**src/rtl/alawjb_pkg.sv**
```systemverilog
// ----------------------------------------------------------------------------
// alawjb_pkg
// Shared widths, codes and the A-law expansion for the jitter buffer.
// ----------------------------------------------------------------------------
`timescale 1ns / 1ps
`default_nettype none

package alawjb_pkg;

  // field widths
  localparam int SAMPLE_W   = 16;
  localparam int VOL_W      = 7;
  localparam int THR_W      = 10;
  localparam int FILL_W     = 10;
  localparam int BYTE_W     = 8;
  localparam int FCOUNT_W   = 7;
  localparam int COUNT_W    = 16;
  localparam int CFG_IDX_W  = 1;
  localparam int CFG_DATA_W = 10;

  // configuration register indexes
  localparam logic [CFG_IDX_W-1:0] REG_VOLUME          = 1'b0;
  localparam logic [CFG_IDX_W-1:0] REG_START_THRESHOLD = 1'b1;

  // input commands and result kinds
  localparam logic CMD_WRITE  = 1'b0;
  localparam logic CMD_READ   = 1'b1;
  localparam logic KIND_ACK   = 1'b0;
  localparam logic KIND_FRAME = 1'b1;

  // reset values of the configuration registers, and the underrun count ceiling
  localparam logic [VOL_W-1:0] VOL_MAX       = 7'd100;
  localparam logic [THR_W-1:0] THR_DEFAULT   = 10'd160;
  localparam logic [COUNT_W-1:0] UNDERRUN_MAX = 16'hFFFF;

  // volume scaling: divide by 100 through a reciprocal multiply
  localparam int DIV_BASE    = 100;
  localparam int MAG_W       = 22;
  localparam int RECIP_W     = 26;
  localparam int RECIP_SHIFT = 32;
  localparam logic [RECIP_W-1:0] RECIP_K = 26'd42949672;

  // output saturation bounds
  localparam logic signed [SAMPLE_W:0] SAT_HI = 17'sd32767;
  localparam logic signed [SAMPLE_W:0] SAT_LO = -17'sd32768;

  // G.711 A-law code to 16-bit linear PCM
  function automatic logic signed [SAMPLE_W-1:0] alaw_expand(input logic [BYTE_W-1:0] code);
    logic [BYTE_W-1:0]   a;
    logic [SAMPLE_W-1:0] mag;
    logic [2:0]          seg;
    a   = code ^ 8'h55;
    seg = a[6:4];
    mag = {8'd0, a[3:0], 4'd0};
    if (seg == 3'd0) begin
      mag = mag + 16'd8;
    end else begin
      mag = (mag + 16'h0108) << (seg - 3'd1);
    end
    return a[7] ? $signed(mag) : -$signed(mag);
  endfunction

endpackage

`default_nettype wire

```
**src/rtl/alawjb_scale.sv**
```systemverilog
// ----------------------------------------------------------------------------
// alawjb_scale
// Three-stage volume scaler: sample * volume / 100, truncated toward zero.
// ----------------------------------------------------------------------------
`timescale 1ns / 1ps
`default_nettype none

module alawjb_scale (
  input  wire logic                                 clk,
  input  wire logic                                 rst_n,
  input  wire logic                                 in_valid,
  input  wire logic signed [alawjb_pkg::SAMPLE_W-1:0] in_sample,
  input  wire logic        [alawjb_pkg::VOL_W-1:0]    in_volume,
  output logic                                      out_valid,
  output logic signed      [alawjb_pkg::SAMPLE_W-1:0] out_sample
);
  import alawjb_pkg::*;

  localparam int PROD_W = SAMPLE_W + VOL_W + 1;
  localparam int PK_W   = MAG_W + RECIP_W;

  logic                       v1_r, v2_r, v3_r;
  logic                       neg1_r, neg2_r;
  logic [MAG_W-1:0]           mag1_r, mag2_r;
  logic [SAMPLE_W-1:0]        q0_r;
  logic signed [SAMPLE_W-1:0] res_r;

  logic signed [PROD_W-1:0]   prod;
  logic [PROD_W-1:0]          prod_abs;
  logic [PK_W-1:0]            pk;
  logic [MAG_W-1:0]           rem;
  logic [SAMPLE_W-1:0]        q_fix;
  logic signed [SAMPLE_W:0]   q_sgn;
  logic signed [SAMPLE_W-1:0] q_sat;

  always_comb begin
    // stage 1: gain product and magnitude
    prod     = PROD_W'(in_sample) * PROD_W'($signed({1'b0, in_volume}));
    prod_abs = prod[PROD_W-1] ? PROD_W'(-prod) : PROD_W'(prod);
    // stage 2: estimate of magnitude / 100, low by at most one
    pk       = PK_W'(mag1_r) * PK_W'(RECIP_K);
    // stage 3: correct the estimate, restore sign, clamp
    rem      = mag2_r - MAG_W'(q0_r * DIV_BASE);
    q_fix    = (rem >= MAG_W'(DIV_BASE)) ? q0_r + 1'b1 : q0_r;
    q_sgn    = neg2_r ? -$signed({1'b0, q_fix}) : $signed({1'b0, q_fix});
    priority if (q_sgn > SAT_HI) begin
      q_sat = SAT_HI[SAMPLE_W-1:0];
    end else if (q_sgn < SAT_LO) begin
      q_sat = SAT_LO[SAMPLE_W-1:0];
    end else begin
      q_sat = q_sgn[SAMPLE_W-1:0];
    end
  end

  // advance the valid chain
  always_ff @(posedge clk) begin
    if (!rst_n) begin
      v1_r <= 1'b0;
      v2_r <= 1'b0;
      v3_r <= 1'b0;
    end else begin
      v1_r <= in_valid;
      v2_r <= v1_r;
      v3_r <= v2_r;
    end
  end

  // hold stage data; the result stays until the next sample arrives
  always_ff @(posedge clk) begin
    if (in_valid) begin
      neg1_r <= prod[PROD_W-1];
      mag1_r <= prod_abs[MAG_W-1:0];
    end
    if (v1_r) begin
      neg2_r <= neg1_r;
      mag2_r <= mag1_r;
      q0_r   <= pk[RECIP_SHIFT +: SAMPLE_W];
    end
    if (v2_r) begin
      res_r <= q_sat;
    end
  end

  assign out_valid  = v3_r;
  assign out_sample = res_r;

endmodule

`default_nettype wire

```
**config.mk**
```make
export PLATFORM = sky130hd
export DESIGN_NAME = alawjb_scale
export DESIGN_NICKNAME = d
export VERILOG_FILES = /design/src/rtl/alawjb_pkg.sv /design/src/rtl/alawjb_scale.sv
export SDC_FILE = /design/constraint.sdc
export NUM_CORES = 1
export LEC_CHECK = 0
export BUFFER_PORTS_ARGS = -buffer_cell sky130_fd_sc_hd__buf_4
export CORE_MARGIN = 2
export CORE_UTILIZATION = 56
export CTS_CLUSTER_SIZE = 20
export DETAILED_ROUTE_END_ITERATION = 16
export PLACE_DENSITY = 0.73
export SLEW_MARGIN = 20
export SYNTH_ARGS = -nofsm -noshare
export SYNTH_HDL_FRONTEND = slang
export SYNTH_SLANG_ARGS = --single-unit
export TNS_END_PERCENT = 20
```
**constraint.sdc**
```tcl
create_clock -name clk -period 8.49 [get_ports clk]
set_input_delay 0.4245 -clock clk [delete_from_list [all_inputs] [get_ports clk]]
set_output_delay 0.4245 -clock clk [all_outputs]
set_load 0.02 [all_outputs]
```
==> Word level (Yosys, flattened, before mapping) <==
Index checks and enable logic that the tools add are counted.
{ "op_classes": {"add_sub_neg": 4, "multipliers": 3, "n_div": 0, "magnitude_cmp": 3, "n_eq_ne": 0, "shift": 0, "n_mux": 4, "bitwise": 0, "n_reduce_logical": 0} }
{ "ops": {"columns": ["operator", "count"], "rows": [
  ["$mul A22 B23 Y45 const B", 1],
  ["$mux W16", 2],
  ["$mul A16 B8 Y24", 1],
  ["$ge A22 B7 Y1 const B", 1],
  ["$mux W22", 1],
  ["$neg A22 Y22", 1],
  ["$sub A22 B22 Y22", 1],
  ["$mul A16 B5 Y20 const B", 1],
  ["$gt A17 B16 Y1 const B", 1],
  ["$lt A17 B16 Y1 const B", 1],
  ["$mux W17", 1],
  ["$neg A16 Y17", 1],
  ["$add A16 B1 Y16 const B", 1]
]} }
{ "word_totals": {"regBits": 81, "latch_bits": 0, "ram_bits": 0, "romBits": 0, "input_bits": 26, "memories": 0} }

==> Longest topological paths before layout <==
Gate-level depths: netlist of run 1.
{ "depth": {"depth_word": 8, "depth_mapped": 41, "depth_no_buf": 37} }

==> Least setup slack after synthesis of run 1 <==
No wires, ideal clock.
{ "synth_timing": {"path_kind": "register to register", "startpoint": "reg q0_r[1]", "endpoint": "reg res_r[10], in the netlist out_sample[10], data pin", "setup_ps": 142, "arrival_time_ps": 7617, "required_ps": 8348, "slack_ps": 731, "stages_incl_launch_ff": 39, "synth_period_minus_slack_ps": 7759, "path_cell_list": "edfxtp_1 -> ha_1 -> ha_1 -> fa_1 -> ha_1 -> nor2b_1 -> o21ai_0 -> a21oi_1 -> o21ai_0 -> a21oi_1 -> o21ai_0 -> a21oi_1 -> o21ai_0 -> nand2b_1 -> a21o_1 -> a21o_1 -> a21o_1 -> a21oi_1 -> (+3 left out) -> nand4_1 -> a2111oi_0 -> o2111ai_1 -> nor3_1 -> nand4_2 -> nor3_4 -> buf_6 -> buf_8 -> buf_4 -> xor2_1 -> ha_1 -> and3_1 -> a21oi_1 -> nor4_2 -> a21oi_4 -> and2_4 -> buf_12 -> o21ai_2"} }
{ "synth_via": {"elab_chain_len": 8, "word_cells_on_any_way": 10, "cone_classes": "3 x add/sub; 1 x mul; 3 x order compare; 3 x mux"} }
{ "synth_rtl": {"columns": ["element", "line", "rtl"], "rows": [
  ["from (decl)", "alawjb_scale.sv:25", "logic [SAMPLE_W-1:0] q0_r;"],
  ["from (signal assigned)", "alawjb_scale.sv:77", "q0_r <= pk[RECIP_SHIFT +: SAMPLE_W];"],
  ["$mul A16 B5 Y20", "alawjb_scale.sv:43", "rem = mag2_r - MAG_W'(q0_r * DIV_BASE);"],
  ["$sub A22 B22 Y22", "alawjb_scale.sv:43", null],
  ["$ge A22 B7 Y1", "alawjb_scale.sv:44", "q_fix = (rem >= MAG_W'(DIV_BASE)) ? q0_r + 1'b1 : q0_r;"],
  ["$mux W16 *", "alawjb_scale.sv:44", null],
  ["$neg A16 Y17", "alawjb_scale.sv:45", "q_sgn = neg2_r ? -$signed({1'b0, q_fix}) : $signed({1'b0, q_fix});"],
  ["$mux W17 *", "alawjb_scale.sv:45", null],
  ["$lt A17 B16 Y1", "alawjb_scale.sv:48", "end else if (q_sgn < SAT_LO) begin"],
  ["$mux W16", "alawjb_scale.sv:48", null],
  ["to (signal assigned)", "alawjb_scale.sv:80", "res_r <= q_sat;"],
  ["to (decl)", "alawjb_scale.sv:26", "logic signed [SAMPLE_W-1:0] res_r;"]
]} }
Mark *: on every way between the ends. The rest lies on a longest branch, timed or not.
A chain may end at the register's enable or synchronous reset.

==> Final worst setup path of run 1 <==
{ "layout_timing": {"startpoint": "reg q0_r[2]", "endpoint": "reg res_r[13], in the netlist out_sample[13], data pin"} }
The elaborated chain is that of the path after synthesis.

==> flow_summary.toml, run 1 <==
[sta]
post-route-min-period_ns = 8.004
drv_slew = 0
fin_crit_sh_pct = 94.28
finalSetupViolations = 0
fin_skew_ns = 0.01433
hold_viol_final = 0
relSlewSlack_pct = 37.71
fmaxAchievable_mhz = 124.9
worst_pin_slew_ns = 0.9107

[layout]
drive_gt1_share_pct = 7.001
final_cell_mix = "424 x inv_1, 330 x ha_1, 264 x fa_1"
diodes = 0
finalNetCount = 2531
area_growth_pct = 6.389
final_cells = 2356
layout_commonest_cell = "inv_1"

[place]
portBuffers = 42
globalplace.congestion = 0.9228
placed_cells = 2334
dp_hpwl_mm = 33.92

[logic_synthesis]
netlist_area_mm2 = 0.01843
yosysSeqAreaShare_pct = 12.71
yosys.cell_types.count = 100
yosysWarnings = 0
ys_ff_latch = 79
synth-edff-count = 76
syn-instance-count = 1869
syn_avg_cell_area_um2 = 9.860
async_reset_ff_share_pct = 0
synth-main-ff-cell = "edfxtp_1"
syn_nets = 2491

[routing]
first_pass_iters = 5
route.detailed.drc = 0
vias_per_cell = 5.458
final_antenna_net_count = 0
first_iter_violations = 520
drt-total-wl_mm = 39.03
vias = 12860
post_drt_wl_per_cell_um = 16.57

[clock_network]
clockBufferDepth = 2
worstSkewPairLatency_ns = 0.36
clock-sinks = 79
path_clk_slew_ns = 0.08
clock-root-buffer = "clkbuf_16"
cts_made_buffers = 9
htreeDepth = 3
cts_tree = "yes"

[global_routing]
grt_pass1_wl_mm = 65.68
grt_pass1_vias = 13700
grt_usage_pct = 24.24
grt_max_degree = 39
grt_overflow = 0
antenna_found_initial = 1

[worst_setup_path]
cpPeakStageDelay_ns = 0.54
worstSetupStartpoint = "q0_r[2]"
cp-end-kind = "register"
arrival_ns = 8.12
path_class = "reg -> reg"
cp_slowest_cell = "fa_1"
rr_worst_depth = 33
cp-endpoint = "out_sample[13]"
regToRegEndpoint = "out_sample[13]"
path_max_fanout = 6
cp_common_cell = "a21oi_1"
r2r-start = "q0_r[2]"
rrSetupSlack_ns = 0.49
cp-start-kind = "register"
worstPathRequired_ns = 8.61

[status]
status = "finished clean"

[die]
die_area_mm2 = 0.03438
std_cell_rows = 66
die_h_um = 185.4
initial_utilization_pct = 56.79
core_mm2 = 0.03245
dieWidth_um = 185.4
pin_count = 43

[hold_path]
worstHoldPathType = "in -> reg"
whs_path_depth = 2

[flow_run]
drv_cap = 0
==> worst min path at each step <==
stage,start,endpoint
finish,rst_n,v2_r
global placement,neg1_r,neg2_r
detailed placement,neg1_r,neg2_r
global route,rst_n,out_valid
floorplan,neg1_r,neg2_r
CTS,rst_n,v2_r
==> sequential cells by signal (all words and copies together) (netlist names) <==
register / flops
q0_r: 16
mag1_r: 22
neg2_r: 1
out_valid: 1
mag2_r: 20
out_sample: 16
neg1_r: 1
v1_r: 1
v2_r: 1
==> metal layers <==
metal  track usage, %  vias to the layer above  wire length, µm
met1            29.89                     6357            16440
met4            7.365                        2             1105
met2            44.55                      244            20150
li1                 -                     6182                -
met5                0                        -               11
met3            2.497                       73             1330
==> cell families after synthesis <==
logic type / synth area share, %
muxes: 0.5635
and+or+nand+nor: 11.44
buffers and inverters: 9.797
adders and majority gates: 51.33
xor gates and xnor gates: 5.357
DFF: 12.71
AOI/OAI and AO/OA: 8.806
==> cells in the mapped netlist (6+ instances only) <==
master | instances | area share [%]
xnor2_1 | 66 | 3.1
fa_1 | 264 | 29
mux2i_1 | 7 | 0.38
nand4_1 | 8 | 0.27
and2_1 | 88 | 3.0
o21ai_2 | 11 | 0.52
nand3_1 | 28 | 0.76
nor2_1 | 61 | 1.2
a21oi_1 | 59 | 1.6
inv_1 | 424 | 8.6
o2111ai_1 | 7 | 0.33
clkbuf_1 | 18 | 0.37
o21ai_0 | 36 | 0.98
o21bai_1 | 8 | 0.33
a31oi_1 | 9 | 0.31
nor4_1 | 6 | 0.20
edfxtp_1 | 76 | 12
nor2b_1 | 20 | 0.68
nand2b_1 | 14 | 0.48
a21o_1 | 20 | 0.81
a211oi_1 | 8 | 0.33
xor2_1 | 38 | 1.8
and3_1 | 8 | 0.27
o21a_1 | 7 | 0.29
nor3_1 | 27 | 0.73
nand2_1 | 81 | 1.6
or3_1 | 6 | 0.20
ha_1 | 332 | 23
==> repair_timing <==
item,in CTS,in global routing
setup buffers,0,6
hold endpoints to repair,0,0
gates resized for setup,1,12
pin swaps,0,10
hold buffers,0,0
endpoints found under the setup margin,1,16
==> final cells by class <==
cell class	instances	area, µm²
clock buffers	10	239.0
clock inverters	6	57.56
fillers	2737	12850
inverters	425	1595
multi-input cells	1331	14350
flip-flops and latches	79	2342
well taps	442	553.0
repair buffers	63	473.0
==> stage by stage <==
step / area [µm²] / setup slack [ns] / setup TNS (ns) / util [%] / hold WS, ns
2_1_floorplan: 18430 / 0.7307 / 0 / - / 0.4003
3_3_place_gp: 19200 / 0.2387 / 0 / 59.16 / 0.4207
3_5_place_dp: 19200 / 0.02866 / 0 / 59.16 / 0.4214
4_1_cts: 19510 / 0.08127 / 0 / 60.10 / 0.2750
5_1_grt: 19610 / -0.1060 / -1.026 / 60.41 / 0.3005
6_report: 19610 / 0.4856 / 0 / 60.41 / 0.2848
==> worst max-delay path, delay by kind of cell, from the launching register on <==
kind            cells  cell delay [ns]
compound gates     15             2.74
mux                 1             0.32
simple gates        8             1.70
buf+inv             1             0.18
flops               1             0.44
fa+ha+maj           6             2.06
xor+xnor            2             0.31
Power of run 1 is not shown: default switching activity piles up to over one toggle a cycle in this logic, so the estimate is an artifact.
==> run 2, diff against run 1 <==
CTS_BUF_LIST = sky130_fd_sc_hd__clkbuf_4 sky130_fd_sc_hd__clkbuf_8   (was not set)
==> flow_summary.toml, run 2 (synthesis results as in run 1) <==
[status]
status = "finished clean"

[sta]
worst_hold_slack_ns = 0.2472
hold_viol_final = 0
relSlewSlack_pct = 38.01
fin_crit_sh_pct = 94.15
finalSetupViolations = 0
worst_pin_slew_ns = 0.9064
fin_skew_ns = 0.02222
fmaxAchievable_mhz = 125.1
post-route-min-period_ns = 7.993
finalSetupTns_ns = 0
drv_slew = 0

[layout]
reg_top3 = "mag1_r x22, mag2_r x20"
design_area_mm2 = 0.01951
final_cells = 2356
diodes = 0
top_register = "mag1_r"
final_cell_mix = "424 x inv_1, 330 x ha_1, 264 x fa_1"
layout_commonest_cell = "inv_1"
largest_reg_flops = 22
fill_cells = 2758
area_growth_pct = 5.839
finalNetCount = 2531
drive_gt1_share_pct = 7.001

[clock_network]
cts_made_buffers = 9
htreeDepth = 3
worstSkewPairLatency_ns = 0.40
path_clk_slew_ns = 0.11
holdBufCountCts = 0
cts_tree = "yes"
clockBufferDepth = 2
clock-sinks = 79
clock-root-buffer = "clkbuf_8"

[routing]
first_iter_violations = 538
route.detailed.drc = 0
vias = 12870
first_pass_iters = 5
vias_per_cell = 5.461
final_antenna_net_count = 0
drt-total-wl_mm = 38.86
post_drt_wl_per_cell_um = 16.49

[place]
place_area_mm2 = 0.01920
globalplace.congestion = 0.9228
placed_cells = 2334
dp_hpwl_mm = 33.92
portBuffers = 42

[global_routing]
grt_pass1_wl_mm = 65.49
antenna_found_initial = 2
grt_overflow = 0
grt_max_degree = 39
grt_usage_pct = 24.21
grt_pass1_vias = 13710

[worst_setup_path]
cp-start-kind = "register"
path_max_fanout = 6
cpPeakStageDelay_ns = 0.54
path_class = "reg -> reg"
cp_common_cell = "a21oi_1"
cp-end-kind = "register"
arrival_ns = 8.16
cp_slowest_cell = "fa_1"
worstPathRequired_ns = 8.66

[die]
core_mm2 = 0.03245
pin_count = 43
die_area_mm2 = 0.03438
std_cell_rows = 66
die_h_um = 185.4
initial_utilization_pct = 56.79
dieWidth_um = 185.4

[hold_path]
worstHoldPathType = "in -> reg"

[flow_run]
drv_cap = 0
-- run 2: area by class of cell --
cell class	count	area [µm²]	share of cell area, %
clock buffer	10	137.6	0.7056
clock inverter	6	57.56	0.2951
inverter	425	1595	8.179
multi-input combinational	1331	14350	73.55
sequential	79	2342	12.01
tap	442	553.0	2.835
timing repair buffer	63	473.0	2.425
-- run 2: path summary, 6_finish.rpt --
kind / startpoint / to / slack (ns) / cells after the start
max: q0_r[2] / out_sample[13] / 0.50 / 33
max reg2reg: q0_r[2] / out_sample[13] / 0.50 / 33
min: rst_n / v2_r / 0.25 / 2
min reg2reg: neg1_r / neg2_r / 0.44 / 0
-- run 2: worst max-delay path: cells and delay by family, from the launching register on --
| family | cells | cell delay [ns] |
|---|---|---|
| compound gates | 15 | 2.72 |
| fa+ha+maj | 6 | 2.06 |
| simple gates | 8 | 1.72 |
| flops | 1 | 0.45 |
| mux | 1 | 0.32 |
| xor+xnor | 2 | 0.31 |
| buf+inv | 1 | 0.18 |
-- run 2: per-stage QoR --
step	setup slack (ns)	utilization, %
3_5_place_dp	0.02866	59.16
3_3_place_gp	0.2387	59.16
5_1_grt	-0.1089	60.10
4_1_cts	0.07608	59.79
2_1_floorplan	0.7307	-
6_report	0.4966	60.10
-- run 2: layer usage --
metal / GRT usage, % / share of wire [%]
met1: 29.79 / 42
met2: 44.12 / 51
met3: 2.399 / 3.8
met4: 8.476 / 3.1
met5: 0 / 0.028
-- run 2: what timing repair did --
| item | CTS | global route |
|---|---|---|
| setup buffers | 0 | 6 |
| pin swaps | 0 | 11 |
| cloned | 0 | 0 |
| endpoints found under the setup margin | 1 | 16 |
| gates resized for setup | 1 | 12 |
Power of run 2 is left out for the same reason.
